**config.mk**
```make
export PLATFORM = sky130hd
export DESIGN_NAME = bar_hit_filter_geomean_flat
export DESIGN_NICKNAME = d
export VERILOG_FILES = /design/src/hw/rtl/bhf_pkg.sv /design/src/hw/rtl/bhf_if.sv /design/src/hw/rtl/bhf_mul.sv /design/src/hw/rtl/bhf_sqrt.sv /design/src/hw/rtl/bar_hit_filter_geomean.sv /design/src/flat_wrapper.sv
export SDC_FILE = /design/constraint.sdc
export NUM_CORES = 1
export LEC_CHECK = 0
export ABC_AREA = 0
export BUFFER_PORTS_ARGS = -buffer_cell sky130_fd_sc_hd__buf_2
export CAP_MARGIN = 15
export CORE_MARGIN = 1.5
export CORE_UTILIZATION = 45
export CTS_BUF_LIST = sky130_fd_sc_hd__clkbuf_8
export DETAILED_ROUTE_END_ITERATION = 7
export PLACE_DENSITY = 0.61
export RECOVER_POWER = 50
export SYNTH_ARGS = -nofsm -noshare
export SYNTH_HDL_FRONTEND = slang
export SYNTH_HIERARCHICAL = 1
export SYNTH_SLANG_ARGS = --single-unit
```
**constraint.sdc**
```tcl
create_clock -name clk -period 8.9 [get_ports clk]
set_input_delay 1.335 -clock clk [delete_from_list [all_inputs] [get_ports clk]]
set_output_delay 1.335 -clock clk [all_outputs]
set_load 0.03 [all_outputs]
```
**src/hw/rtl/bhf_pkg.sv**
```systemverilog
// ----------------------------------------------------------------------------
// bhf_pkg
// Shared types and constants for the bar hit filter with geometric mean.
// ----------------------------------------------------------------------------
package bhf_pkg;

    localparam int BarWidth    = 5;
    localparam int ChargeWidth = 12;
    localparam int TimeWidth   = 21;
    localparam int CountWidth  = 6;
    localparam int CountMax    = 63;

    // Radix-4 serial multiply: one 2-bit digit of the multiplier per cycle.
    localparam int ProdWidth   = 2 * ChargeWidth;
    localparam int MulDigits   = ChargeWidth / 2;
    localparam int MulCntWidth = $clog2(MulDigits);

    // Root of (product << 8): 32-bit radicand, one root bit per cycle.
    localparam int RootWidth    = 16;
    localparam int RemWidth     = RootWidth + 1;
    localparam int SqrtSteps    = RootWidth;
    localparam int SqrtCntWidth = $clog2(SqrtSteps);

    typedef struct packed {
        logic [BarWidth-1:0]    bar_index;
        logic [ChargeWidth-1:0] common_left;
        logic [ChargeWidth-1:0] common_right;
        logic [ChargeWidth-1:0] fast_left;
        logic [ChargeWidth-1:0] fast_right;
        logic [TimeWidth-1:0]   time_left;
        logic [TimeWidth-1:0]   time_right;
        logic                   time_left_present;
        logic                   time_right_present;
        logic                   event_last;
    } bar_word_t;

    typedef struct packed {
        logic [BarWidth-1:0]    hit_slot;
        logic [BarWidth-1:0]    hit_bar;
        logic [ChargeWidth-1:0] out_common_left;
        logic [ChargeWidth-1:0] out_common_right;
        logic [ChargeWidth-1:0] out_fast_left;
        logic [ChargeWidth-1:0] out_fast_right;
        logic [TimeWidth-1:0]   out_time_left;
        logic [TimeWidth-1:0]   out_time_right;
        logic [RootWidth-1:0]   geo_mean;
        logic [RootWidth-1:0]   fast_geo_mean;
        logic                   is_hit;
        logic                   event_end;
    } hit_word_t;

endpackage

```
**src/hw/rtl/bhf_if.sv**
```systemverilog
// ----------------------------------------------------------------------------
// bhf_bar_if / bhf_hit_if
// Valid/ready channels carrying bar readings in and hit words out.
// ----------------------------------------------------------------------------
interface bhf_bar_if;
    logic               valid;
    logic               ready;
    bhf_pkg::bar_word_t data;

    modport source (output valid, output data, input ready);
    modport sink   (input valid, input data, output ready);
endinterface

interface bhf_hit_if;
    logic               valid;
    logic               ready;
    bhf_pkg::hit_word_t data;

    modport source (output valid, output data, input ready);
    modport sink   (input valid, input data, output ready);
endinterface

```
**src/hw/rtl/bhf_mul.sv**
```systemverilog
// ----------------------------------------------------------------------------
// bhf_mul
// Radix-4 serial multiplier: 12 x 12 bits, one multiplier digit per cycle.
// ----------------------------------------------------------------------------
module bhf_mul
(
    input  logic                              clk,
    input  logic                              rst_n,
    input  logic                              start,
    input  logic [bhf_pkg::ChargeWidth-1:0]   a,
    input  logic [bhf_pkg::ChargeWidth-1:0]   b,
    output logic                              done,
    output logic [bhf_pkg::ProdWidth-1:0]     prod
);

    localparam int Cw = bhf_pkg::ChargeWidth;
    localparam int Pw = Cw + 2;
    localparam logic [bhf_pkg::MulCntWidth-1:0] LastDigit =
        bhf_pkg::MulCntWidth'(bhf_pkg::MulDigits - 1);

    logic                            busy_reg, busy_next;
    logic                            done_reg, done_next;
    logic [bhf_pkg::MulCntWidth-1:0] cnt_reg, cnt_next;
    logic [Cw-1:0]                   a_reg, a_next;
    logic [Cw-1:0]                   hi_reg, hi_next;
    logic [Cw-1:0]                   lo_reg, lo_next;
    logic [Pw-1:0]                   part;
    logic [Pw-1:0]                   sum;

    // hi stays below a after every shift, so 12 bits hold it
    always_comb
    begin
        part      = Pw'(a_reg) * Pw'(lo_reg[1:0]);
        sum       = Pw'(hi_reg) + part;
        busy_next = busy_reg;
        done_next = 1'b0;
        cnt_next  = cnt_reg;
        a_next    = a_reg;
        hi_next   = hi_reg;
        lo_next   = lo_reg;
        if (start)
        begin
            busy_next = 1'b1;
            cnt_next  = '0;
            a_next    = a;
            hi_next   = '0;
            lo_next   = b;
        end
        else if (busy_reg)
        begin
            hi_next  = sum[Pw-1:2];
            lo_next  = {sum[1:0], lo_reg[Cw-1:2]};
            cnt_next = cnt_reg + 1'b1;
            if (cnt_reg == LastDigit)
            begin
                busy_next = 1'b0;
                done_next = 1'b1;
            end
        end
    end

    always_ff @(posedge clk or negedge rst_n)
    begin
        if (!rst_n)
        begin
            busy_reg <= 1'b0;
            done_reg <= 1'b0;
            cnt_reg  <= '0;
        end
        else
        begin
            busy_reg <= busy_next;
            done_reg <= done_next;
            cnt_reg  <= cnt_next;
        end
    end

    always_ff @(posedge clk)
    begin
        a_reg  <= a_next;
        hi_reg <= hi_next;
        lo_reg <= lo_next;
    end

    assign done = done_reg;
    assign prod = {hi_reg, lo_reg};

endmodule

```
**src/hw/rtl/bhf_sqrt.sv**
```systemverilog
// ----------------------------------------------------------------------------
// bhf_sqrt
// Restoring digit-by-digit square root of (prod << 8), one root bit a cycle.
// ----------------------------------------------------------------------------
module bhf_sqrt
(
    input  logic                              clk,
    input  logic                              rst_n,
    input  logic                              start,
    input  logic [bhf_pkg::ProdWidth-1:0]     radicand,
    output logic                              done,
    output logic [bhf_pkg::RootWidth-1:0]     root
);

    localparam int Pw = bhf_pkg::ProdWidth;
    localparam int Rw = bhf_pkg::RootWidth;
    localparam int Mw = bhf_pkg::RemWidth;
    localparam logic [bhf_pkg::SqrtCntWidth-1:0] LastStep =
        bhf_pkg::SqrtCntWidth'(bhf_pkg::SqrtSteps - 1);

    logic                             busy_reg, busy_next;
    logic                             done_reg, done_next;
    logic [bhf_pkg::SqrtCntWidth-1:0] cnt_reg, cnt_next;
    logic [Pw-1:0]                    rad_reg, rad_next;
    logic [Mw-1:0]                    rem_reg, rem_next;
    logic [Rw-1:0]                    root_reg, root_next;
    logic [Mw+1:0]                    trial_rem;
    logic [Rw+1:0]                    trial_sub;
    logic [Mw+1:0]                    diff;
    logic                             fits;

    // low 8 radicand bits are zero: the shift register feeds zeros once
    // the product bits are used up
    always_comb
    begin
        trial_rem = {rem_reg, rad_reg[Pw-1:Pw-2]};
        trial_sub = {root_reg, 2'b01};
        diff      = trial_rem - (Mw+2)'(trial_sub);
        fits      = (trial_rem >= (Mw+2)'(trial_sub));
        busy_next = busy_reg;
        done_next = 1'b0;
        cnt_next  = cnt_reg;
        rad_next  = rad_reg;
        rem_next  = rem_reg;
        root_next = root_reg;
        if (start)
        begin
            busy_next = 1'b1;
            cnt_next  = '0;
            rad_next  = radicand;
            rem_next  = '0;
            root_next = '0;
        end
        else if (busy_reg)
        begin
            rad_next = {rad_reg[Pw-3:0], 2'b00};
            cnt_next = cnt_reg + 1'b1;
            if (fits)
            begin
                rem_next  = diff[Mw-1:0];
                root_next = {root_reg[Rw-2:0], 1'b1};
            end
            else
            begin
                rem_next  = trial_rem[Mw-1:0];
                root_next = {root_reg[Rw-2:0], 1'b0};
            end
            if (cnt_reg == LastStep)
            begin
                busy_next = 1'b0;
                done_next = 1'b1;
            end
        end
    end

    always_ff @(posedge clk or negedge rst_n)
    begin
        if (!rst_n)
        begin
            busy_reg <= 1'b0;
            done_reg <= 1'b0;
            cnt_reg  <= '0;
        end
        else
        begin
            busy_reg <= busy_next;
            done_reg <= done_next;
            cnt_reg  <= cnt_next;
        end
    end

    always_ff @(posedge clk)
    begin
        rad_reg  <= rad_next;
        rem_reg  <= rem_next;
        root_reg <= root_next;
    end

    assign done = done_reg;
    assign root = root_reg;

endmodule

```
**src/hw/rtl/bar_hit_filter_geomean.sv**
```systemverilog
// ----------------------------------------------------------------------------
// bar_hit_filter_geomean
// Zero suppression of bar readings with Q12.4 geometric means of the charges.
// ----------------------------------------------------------------------------
//  channel  dir  word        handshake
//  bars     in   bar_word_t  valid/ready, taken when both high
//  hits     out  hit_word_t  valid/ready, taken when both high
//
//  A word that yields no result (no hit, not last) is dropped; the sequencer stays idle.
//  A word that yields a result runs a radix-4 serial multiply, then a serial
//  square root, before the result is loaded into the output register.
//  The next word is accepted as soon as the result sits in the output register.
//  Reset clears the hit count and all handshake state.
//  A stalled hits channel holds the sequencer before loading the next result.
// ----------------------------------------------------------------------------
module bar_hit_filter_geomean
#(
    parameter int BAR_COUNT = 32
)
(
    input  logic     clk,
    input  logic     rst_n,
    bhf_bar_if.sink  bars,
    bhf_hit_if.source hits
);

    localparam int CapInt = (BAR_COUNT < bhf_pkg::CountMax) ? BAR_COUNT : bhf_pkg::CountMax;
    localparam logic [bhf_pkg::CountWidth-1:0] Cap = bhf_pkg::CountWidth'(CapInt);
    localparam logic [bhf_pkg::CountWidth:0]   BarLimit = (bhf_pkg::CountWidth+1)'(BAR_COUNT);

    localparam logic [1:0] StIdle = 2'd0;
    localparam logic [1:0] StMul  = 2'd1;
    localparam logic [1:0] StSqrt = 2'd2;
    localparam logic [1:0] StLoad = 2'd3;

    logic [1:0]                       state_reg, state_next;
    logic [bhf_pkg::CountWidth-1:0]   hit_count_reg, hit_count_next;
    logic                             out_valid_reg, out_valid_next;
    bhf_pkg::hit_word_t               work_reg, work_next;
    bhf_pkg::hit_word_t               out_reg, out_next;

    logic                             accept;
    logic                             hit;
    logic                             emit;
    logic                             out_free;
    logic [bhf_pkg::ChargeWidth-1:0]  cl_m, cr_m, fl_m, fr_m;

    logic                             mul_start, mul_done, mul_fast_done;
    logic [bhf_pkg::ProdWidth-1:0]    prod_common, prod_fast;
    logic                             sqrt_start, sqrt_done, sqrt_fast_done;
    logic [bhf_pkg::RootWidth-1:0]    root_common, root_fast;

    assign accept   = bars.valid && bars.ready;
    assign out_free = !out_valid_reg || hits.ready;

    assign hit = (bars.data.common_left != '0) && (bars.data.common_right != '0)
               && bars.data.time_left_present && bars.data.time_right_present
               && ((bhf_pkg::CountWidth+1)'(bars.data.bar_index) < BarLimit)
               && (hit_count_reg < Cap);
    assign emit = hit || bars.data.event_last;

    // a closing word without a hit runs through the units on zeros
    assign cl_m = hit ? bars.data.common_left  : '0;
    assign cr_m = hit ? bars.data.common_right : '0;
    assign fl_m = hit ? bars.data.fast_left    : '0;
    assign fr_m = hit ? bars.data.fast_right   : '0;

    assign mul_start  = accept && emit;
    assign sqrt_start = (state_reg == StMul) && mul_done;

    bhf_mul u_mul_common
    (
        .clk   (clk),
        .rst_n (rst_n),
        .start (mul_start),
        .a     (cl_m),
        .b     (cr_m),
        .done  (mul_done),
        .prod  (prod_common)
    );

    bhf_mul u_mul_fast
    (
        .clk   (clk),
        .rst_n (rst_n),
        .start (mul_start),
        .a     (fl_m),
        .b     (fr_m),
        .done  (mul_fast_done),
        .prod  (prod_fast)
    );

    bhf_sqrt u_sqrt_common
    (
        .clk      (clk),
        .rst_n    (rst_n),
        .start    (sqrt_start),
        .radicand (prod_common),
        .done     (sqrt_done),
        .root     (root_common)
    );

    bhf_sqrt u_sqrt_fast
    (
        .clk      (clk),
        .rst_n    (rst_n),
        .start    (sqrt_start),
        .radicand (prod_fast),
        .done     (sqrt_fast_done),
        .root     (root_fast)
    );

    always_comb
    begin
        state_next     = state_reg;
        hit_count_next = hit_count_reg;
        out_valid_next = out_valid_reg;
        work_next      = work_reg;
        out_next       = out_reg;

        if (out_valid_reg && hits.ready)
        begin
            out_valid_next = 1'b0;
        end

        case (state_reg)
            StIdle:
            begin
                if (accept)
                begin
                    if (bars.data.event_last)
                    begin
                        hit_count_next = '0;
                    end
                    else if (hit)
                    begin
                        hit_count_next = hit_count_reg + 1'b1;
                    end
                    work_next                  = '0;
                    work_next.hit_slot         = hit ? hit_count_reg[bhf_pkg::BarWidth-1:0] : '0;
                    work_next.hit_bar          = hit ? bars.data.bar_index : '0;
                    work_next.out_common_left  = cl_m;
                    work_next.out_common_right = cr_m;
                    work_next.out_fast_left    = fl_m;
                    work_next.out_fast_right   = fr_m;
                    work_next.out_time_left    = hit ? bars.data.time_left  : '0;
                    work_next.out_time_right   = hit ? bars.data.time_right : '0;
                    work_next.is_hit           = hit;
                    work_next.event_end        = bars.data.event_last;
                    if (emit)
                    begin
                        state_next = StMul;
                    end
                end
            end
            StMul:
            begin
                if (mul_done && mul_fast_done)
                begin
                    state_next = StSqrt;
                end
            end
            StSqrt:
            begin
                if (sqrt_done && sqrt_fast_done)
                begin
                    state_next = StLoad;
                end
            end
            StLoad:
            begin
                if (out_free)
                begin
                    out_next               = work_reg;
                    out_next.geo_mean      = root_common;
                    out_next.fast_geo_mean = root_fast;
                    out_valid_next         = 1'b1;
                    state_next             = StIdle;
                end
            end
            default:
            begin
                state_next = StIdle;
            end
        endcase
    end

    always_ff @(posedge clk or negedge rst_n)
    begin
        if (!rst_n)
        begin
            state_reg     <= StIdle;
            hit_count_reg <= '0;
            out_valid_reg <= 1'b0;
        end
        else
        begin
            state_reg     <= state_next;
            hit_count_reg <= hit_count_next;
            out_valid_reg <= out_valid_next;
        end
    end

    always_ff @(posedge clk)
    begin
        work_reg <= work_next;
        out_reg  <= out_next;
    end

    assign bars.ready = (state_reg == StIdle);
    assign hits.valid = out_valid_reg;
    assign hits.data  = out_reg;

endmodule

```
**src/flat_wrapper.sv**
```systemverilog
// flat-port wrapper written by rule: the top's interface ports become plain ports
module bar_hit_filter_geomean_flat 
#(
    parameter int BAR_COUNT = 32
)
  (clk, rst_n, bars_valid, bars_data, bars_ready, hits_valid, hits_data, hits_ready);
  bhf_bar_if bars_i ();
  bhf_hit_if hits_i ();
  input  logic clk;
  input  logic rst_n;
  input wire logic [$bits(bars_i.valid)-1:0] bars_valid;
  input wire logic [$bits(bars_i.data)-1:0] bars_data;
  output wire logic [$bits(bars_i.ready)-1:0] bars_ready;
  output wire logic [$bits(hits_i.valid)-1:0] hits_valid;
  output wire logic [$bits(hits_i.data)-1:0] hits_data;
  input wire logic [$bits(hits_i.ready)-1:0] hits_ready;
  assign bars_i.valid = bars_valid;
  assign bars_i.data = bars_data;
  assign bars_ready = bars_i.ready;
  assign hits_valid = hits_i.valid;
  assign hits_data = hits_i.data;
  assign hits_i.ready = hits_ready;
  bar_hit_filter_geomean #(.BAR_COUNT(BAR_COUNT)) u_core (.clk(clk), .rst_n(rst_n), .bars(bars_i), .hits(hits_i));
endmodule
```
==> results of run 1 <==
[path summary, 6_finish.rpt]
path / end / slack (ns) / depth (start not counted)
worst max-delay path: u_core/u_sqrt_common/rad_reg[6]$_DFFE_PP_ / 3.11 / 6
worst min-delay path: u_core/hits.data[112]$_DFFE_PP_ / 0.41 / 0
worst max register to register: u_core/u_sqrt_common/rad_reg[6]$_DFFE_PP_ / 3.11 / 6
worst min register to register: u_core/hits.data[112]$_DFFE_PP_ / 0.41 / 0
max in group asynchronous: u_core/u_sqrt_fast/done$_DFF_PN0_ / 6.63 / 1
min in group asynchronous: u_core/hit_count_reg[5]$_DFFE_PN0P_ / 1.18 / 1
[stage by stage]
| stage | util (%) | cell area (µm²) |
|---|---|---|
| after floorplan | - | 20600 |
| after global placement | 49.2 | 22300 |
| after detailed placement | 49.2 | 22300 |
| after CTS | 52.6 | 23800 |
| after global routing | 52.1 | 23600 |
| final | 52.1 | 23600 |
[cell type report]
| cell class | count | area, µm² | share of cell area, % |
|---|---|---|---|
| multi-input combinational | 979 | 7240 | 30.7 |
| tap | 600 | 751 | 3.18 |
| sequential | 453 | 12500 | 53.2 |
| clock inverter | 61 | 349 | 1.48 |
| inverter | 117 | 440 | 1.87 |
| timing repair buffer | 248 | 1110 | 4.69 |
| clock buffer | 85 | 1170 | 4.96 |
[worst max-delay path, delay by kind of cell (launching register included)]
family / cells / cell delay [ns]
buffers and inverters: 3 / 3.24
and+or+nand+nor: 2 / 1.50
DFF: 1 / 0.43
adders and majority gates: 1 / 0.19
[per-layer routing]
metal  wire (µm)  track usage (%)
met1       20100             25.4
met2       21800             31.6
met3        1900             3.41
met4         961             7.18
met5           0                0
[power breakdown]
part           switching (µW)  internal, µW  leakage (µW)  total, µW
sequential                429          3190       0.00427       3620
clock                     867           953      0.000876       1820
combinational            2590          1580       0.00416       4170
total                    3890          5720       0.00931       9600
[placed cells by master (no fill, tap or decap), drive strengths merged, types with 19 or more instances in the layout]
cell type    n
edfxtp     332
clkbuf     223
inv        145
nand2      122
nor2       120
and2       114
buf        110
dfxtp       90
ha          73
mux2        68
o21ai       46
a21oi       45
mux2i       44
dfrtp       31
clkinv      30
fa          24
a211oi      22
xnor2       20
nand3       19
[cells by family after synthesis]
group | after synthesis
buf+inv | 190
compound gates | 241
flops | 453
simple gates | 491
mux | 112
xor+xnor | 38
fa+ha+maj | 97
==> metrics.sh, run 1 <==
FAILED_CHECKS='max-capacitance violations, max-slew violations'
NUMPORTBUFFERS=237
SYNTH-COMPOUND-AREA-SHARE_PCT=8.67
CTSHOLDBUFFERS=0
DRV_CAP=4
YOSYS-MUX-AREA-FRACTION_PCT=5.86
MIN_CYCLE_TIME_LAYOUT_NS=5.79
NETLIST_CELL_TYPES=81
HOLD_PATH_CLASS='reg2reg'
FILLERS=4103
DETAILEDPLACEMENTHPWL_UM=30000
TIMING_WORST_SLEW_PIN_VALUE_NS=2.99
YOSYS_REGISTER_BITS=453
SYNTH_ENABLE_FLOP_CELLS=332
DRT-PASS1-ITER-COUNT=5
CTS.SINKS=453
SYNTH_FA_HA_AREA_SHARE_PCT=6.77
DP.CELLS=2396
NETLIST.AREA_LEADER.SHARE_PCT=48.4
POWER_DENS_CELLS_nW_PER_UM2=407
GP_CONGESTION=0.885
DETAIL_ROUTE.WL_PER_CELL_UM=17.6
MAX_FREQ_MHz=173
ENDPOINT_REQUIRED_TIME_ON_THE_CRITICAL_PATH_NS=9.16
CRITICAL_PATH_ARRIVAL_NS=6.04
DIE_WIDTH_UM=217
SYNTH_COMMON_CELLS='sky130_fd_sc_hd__edfxtp_1 (332), sky130_fd_sc_hd__nand2_1 (120), sky130_fd_sc_hd__nor2_1 (118)'
DRT_ITER0_DRC=780
FINAL_HOLD_VIOL_COUNT=0
RESIZED_CELLS_POST_CTS=0
CRIT_PATH_TOP_DELAY_CELL='sky130_fd_sc_hd__clkbuf_1'
TOP_LEVEL_PORT_COUNT=238
HOLD_PATH_STARTPOINT='u_core/work_reg[112]$_DFFE_PP_'
CLOCK_INSERTION_DELAY_WORST_SKEW_NS=0.65
SLOWEST_DELAY_NS=2.17
SYN_AREA_UM2=20600
GRT_PASS1_VIAS=12879
TOTAL_LEAKAGE_POWER_uW=0.00931
VIASPERCELL=5.17
DETAIL_ROUTE.DRC_VIOLATIONS=0
POST_SYNTH_INST_COUNT=1622
NETS=2077
UNREPAIRED_SETUP_ENDPOINTS_AFTER_GLOBAL_ROUTING='no'
NETLIST_TOP_CELLS_AREA='sky130_fd_sc_hd__edfxtp_1 (48%), sky130_fd_sc_hd__dfxtp_1 (8.8%), sky130_fd_sc_hd__ha_1 (4.4%)'
MEAN_POST_SYNTH_CELL_AREA_UM2=12.7
SYNTH.MOST_COMMON_CELL='sky130_fd_sc_hd__edfxtp_1'
HTREE_NUM_LEVELS=3
CLKTRANSATPATHREGS_NS=0.06
GLOBAL_ROUTE_WIRE_LENGTH_BEFORE_REPAIR_UM=70900
TIMING_MAX_TRANSITION_VIOLATIONS_FINAL=176
CRITICAL_PATH_CLASS='reg2reg'
POST-CTS-SETUP-BUFFER-COUNT=0
SYNTH-ASYNC-RESET-RATIO_PCT=6.84
TRITONCTS='built'
CTS_ROOT_BUFFER='sky130_fd_sc_hd__clkbuf_8'
SETUP_SLACK_NS=3.11
TOTALNEGATIVESETUPSLACK_NS=0
TIMING.CRITICAL_PATH.MODE_CELL='sky130_fd_sc_hd__inv_1'
GRT_USAGE_PCT=19.2
ANTENNA_FOUND_INITIAL=0
YOSYS_WARNINGS=6
STATUS='finished, violations left'
FRACTION_OF_LAYOUT_CELLS_WITH_A_SIZE_SUFFIX_ABOVE_1_PCT=13.9
CELL_COUNT_FINAL_FILLERS_OUT=2543
ROUTED-VIA-COUNT=13139
ANTENNA-DIODE-COUNT=0
CRIT_START='u_core/state_reg[1]$_DFFE_PN0P_'
VDD_DROP_MAX_V=0.000136
FIN_TOTAL_PWR_uW=9600
CLOCK_BUFFERS_CREATED_BY_TRITONCTS=79
SYNTH_LARGEST_AREA_CELL='sky130_fd_sc_hd__edfxtp_1'
YS_SEQ_AREA_SHARE_PCT=61.0
SYNTH.NET_COUNT=1821
HOLD-WORST-SLACK_NS=0.411
STD_CELL_ROWS=78
MAXSLEWHEADROOM_PCT=-99.3
SYN2LAYOUT_AREA_GROWTH_PCT=14.7
RR_STARTPOINT='u_core/state_reg[1]$_DFFE_PN0P_'
LARGEST_NET_DEGREE_AT_THE_START_OF_GLOBAL_ROUTING=95
CRITICAL_PATH.CELL_CHAIN='inv_1 -> ha_1 -> and2_4 -> clkbuf_1 -> nor2_1 -> inv_1'
STARTING_DENSITY_OF_THE_CORE_PCT=45.5
CRIT_FANOUT=62
WL_UM=44800
CLK_PATH_BUF_DEPTH=3
CORE_AREA_UM2=45300
ENDPOINT_TYPE_OF_THE_WORST_SETUP_PATH='flop'
FINAL_MIN_PERIOD_OVER_CLOCK_PERIOD_PCT=65.0
SYNTH_TOP_FAMILY_BY_AREA='simple AND/OR/NAND/NOR gates'
DIE_HEIGHT_UM=217
GLOBALROUTEOVERFLOWTOTAL=0
SYNTH_SIMPLE_GATE_AREA_SHARE_PCT=12.4
NUMBER_OF_SETUP_VIOLATIONS_IN_THE_FINAL_REPORT=0
FIN_WORST_SKEW_NS=0.0276
LARGEST_REGISTER_FFS=134
DRT.ANTENNA.VIOLATING_NETS=0
DIE_AREA_UM2=47000
XOR_AND_XNOR_FRACTION_OF_THE_MAPPED_NETLIST_AREA_PCT=1.62
POST-PLACE-WS_NS=4.19
CRIT_PATH_START_KIND='flop'
SYNTH_TOP_FLOP_CELL='sky130_fd_sc_hd__edfxtp_1'
Power figures use the tool's default switching activity.
==> run 2, diff against run 1 <==
- clock period: 8.9 -> 5.7 ns (I/O delays scaled with it)
==> run 2 against run 1 <==
  * The flow still finishes with violations (max-capacitance violations, max-slew violations)
  * Combinational power is 58% higher
  * Highest routed layer unchanged
  * Via count is 0.47% lower
  * Critical path type unchanged
  * First-iteration DRC count is 5.5% higher
  * Sequential power is 57% higher
  * Critical path depth is 3 lower
==> metrics.sh, run 2 (synthesized netlist as in run 1, its figures left out) <==
LAYOUT_COMMONEST_CELL='sky130_fd_sc_hd__edfxtp_1'
TOTAL_LEAKAGE_POWER_uW=0.00930
DRV_CAP=2
WORST_R2R_ENDPOINT='u_core/hits.data[120]$_DFFE_PP_'
DIE_WIDTH_UM=217
RESIZED_CELLS_POST_CTS=0
CTSHOLDBUFFERS=0
VIASPERCELL=5.15
DETAIL_ROUTE.WL_PER_CELL_UM=18.0
GRT_PASS1_VIAS=12914
HTREE_NUM_LEVELS=3
NETS=2075
POST-CTS-SETUP-BUFFER-COUNT=0
GLOBAL_ROUTE_WIRE_LENGTH_BEFORE_REPAIR_UM=71700
MAX_FREQ_MHz=257
CORE_AREA_UM2=45300
POST-PLACE-WS_NS=1.41
TOP_LEVEL_PORT_COUNT=238
HOLDPATHEND='u_core/hits.data[130]$_DFFE_PP_'
DIE_AREA_UM2=47000
CRITICAL_PATH_ARRIVAL_NS=4.15
ENDPOINT_TYPE_OF_THE_WORST_SETUP_PATH='flop'
STD_CELL_ROWS=78
FRACTION_OF_LAYOUT_CELLS_WITH_A_SIZE_SUFFIX_ABOVE_1_PCT=14.1
POWER.SHARE.SWITCHING_PCT=40.3
DETAIL_ROUTE.DRC_VIOLATIONS=0
NUMBER_OF_SETUP_VIOLATIONS_IN_THE_FINAL_REPORT=0
DRT_ITER0_DRC=823
FIN_WORST_SKEW_NS=0.0302
PWR-SHARE-CLK_PCT=18.8
LARGEST_REGISTER_FFS=134
SYN2LAYOUT_AREA_GROWTH_PCT=14.8
WORST_HOLD_DEPTH=0
TOTALNEGATIVESETUPSLACK_NS=0
POST_DP_AREA_UM2=22300
RR_WORST_DEPTH=3
VDD_DROP_MAX_V=0.000278
TIMING_WORST_SLEW_PIN_VALUE_NS=2.76
NUMPORTBUFFERS=237
CTS.SINKS=453
MIN_CYCLE_TIME_LAYOUT_NS=3.89
HOLD_PATH_STARTPOINT='u_core/work_reg[130]$_SDFFCE_PP0P_'
CRITICAL_PATH_CLASS='reg2reg'
WL_UM=45600
UNREPAIRED_SETUP_ENDPOINTS_AFTER_GLOBAL_ROUTING='no'
ROUTED-VIA-COUNT=13077
LARGEST_NET_DEGREE_AT_THE_START_OF_GLOBAL_ROUTING=95
FF_LATCH_AREA_UM2=12500
DETAILEDPLACEMENTHPWL_UM=30700
FILLERS=4055
CLOCK_INSERTION_DELAY_WORST_SKEW_NS=0.64
FAILED_CHECKS='max-capacitance violations, max-slew violations'
SEQ_POWER_SHARE_PCT=37.6
CRIT_FANOUT=47
MAXSLEWHEADROOM_PCT=-84.3
RR_STARTPOINT='u_core/state_reg[1]$_DFFE_PN0P_'
CLKTRANSATPATHREGS_NS=0.06
CLK_PATH_BUF_DEPTH=3
INTERNAL-POWER_uW=8990
STATUS='finished, violations left'
GLOBALROUTEOVERFLOWTOTAL=0
CRIT_PATH_START_KIND='flop'
DIE_HEIGHT_UM=217
ANTENNA_FOUND_INITIAL=4
FINAL_MIN_PERIOD_OVER_CLOCK_PERIOD_PCT=68.2
REG2REG_SETUP_SLACK_NS=1.81
GRT_USAGE_PCT=19.5
DRT-PASS1-ITER-COUNT=7
GP_CONGESTION=0.865
CTS_ROOT_BUFFER='sky130_fd_sc_hd__clkbuf_8'
FINAL_HOLD_VIOL_COUNT=0
POWER_DENS_CELLS_nW_PER_UM2=638
SWITCHING_PWR_uW=6080
FIN_TOTAL_PWR_uW=15100
LAYOUT.CELLS.MOST_COMMON_LIST='sky130_fd_sc_hd__edfxtp_1 (332), sky130_fd_sc_hd__inv_1 (139), sky130_fd_sc_hd__clkbuf_1 (137)'
DRT.ANTENNA.VIOLATING_NETS=0
CLOCK_BUFFERS_CREATED_BY_TRITONCTS=76
FINAL_AREA_UM2=23600
TOTAL_AREA_OF_MULTI_INPUT_COMBINATIONAL_CELLS_UM2=7270
ENDPOINT_REQUIRED_TIME_ON_THE_CRITICAL_PATH_NS=5.96
TIMING_MAX_TRANSITION_VIOLATIONS_FINAL=73
HOLD-WORST-SLACK_NS=0.405
STARTING_DENSITY_OF_THE_CORE_PCT=45.5
COMBINATIONALPOWERSHARE_PCT=43.6
HOLD_PATH_CLASS='reg2reg'
SETUP_SLACK_NS=1.81
TRITONCTS='built'
run 2: changes by cell type in the layout (fill, tap and decap cells not counted), moves of 2 or more:
| cell | before | now |
|---|---|---|
| sky130_fd_sc_hd__and2_0 | 4 | 15 |
| sky130_fd_sc_hd__buf_4 | 7 | 11 |
| sky130_fd_sc_hd__and2_1 | 109 | 98 |
| sky130_fd_sc_hd__inv_1 | 141 | 139 |
| sky130_fd_sc_hd__clkinv_8 | 2 | 0 |
| sky130_fd_sc_hd__clkinv_2 | 10 | 7 |
| sky130_fd_sc_hd__clkinv_1 | 18 | 16 |
| sky130_fd_sc_hd__diode_2 | 0 | 3 |
| sky130_fd_sc_hd__clkinvlp_4 | 0 | 2 |
run 2: layout make-up:
| cell class | count | share of cell area (%) |
|---|---|---|
| multi-input combinational | 979 | 30.8 |
| clock inverter | 53 | 1.30 |
| antenna | 3 | 0.0318 |
| inverter | 117 | 1.87 |
| timing repair buffer | 249 | 4.73 |
| sequential | 453 | 53.1 |
| tap | 600 | 3.18 |
| clock buffer | 86 | 5.01 |
run 2: worst max path at each step:
stage	from	end	slack, ns
final	u_core/state_reg[1]$_DFFE_PN0P_	u_core/hits.data[120]$_DFFE_PP_	1.81
after global routing	u_core/state_reg[1]$_DFFE_PN0P_	u_core/hits.data[68]$_DFFE_PP_	1.41
after CTS	u_core/state_reg[0]$_DFFE_PN0P_	u_core/u_mul_fast/lo_reg[11]$_DFFE_PP_	1.85
after detailed placement	bars_data[69]	u_core/u_mul_fast/lo_reg[1]$_DFFE_PP_	1.41
after global placement	bars_data[80]	u_core/u_mul_fast/lo_reg[11]$_DFFE_PP_	1.52
after floorplan	hits_ready	u_core/hits.data[0]$_DFFE_PP_	1.16
run 2: through the flow:
step / utilization, % / instances
floorplan: - / 1622
global placement: 49.2 / 2397
detailed placement: 49.2 / 2397
CTS: 52.5 / 2536
global route: 52.2 / 2539
finish: 52.2 / 2540
run 2: routing by layer:
metal | GRT usage, % | wire length (µm) | vias up | part of all wire [%]
met3 | 3.51 | 1790 | 46 | 3.9
met4 | 7.41 | 871 | 0 | 1.9
met1 | 26.1 | 20900 | 6412 | 46
met2 | 31.8 | 22000 | 253 | 48
met5 | 0 | 0 | - | 0
li1 | - | - | 6366 | -
run 2: power groups by stage:
stage	Combinational (µW)	Clock, µW	Sequential [µW]
CTS	6650	2930	5660
global route	7350	3070	5810
detailed placement	6620	0	5710
global placement	6470	0	5690
finish	6580	2830	5670
floorplan	4800	0	5930
run 2: critical path, stage by stage, from the launching register on:
cell and delay [ns]:
sky130_fd_sc_hd__dfrtp_1 0.41, sky130_fd_sc_hd__ha_1 0.22, sky130_fd_sc_hd__and2_0 2.00, sky130_fd_sc_hd__buf_4 0.81
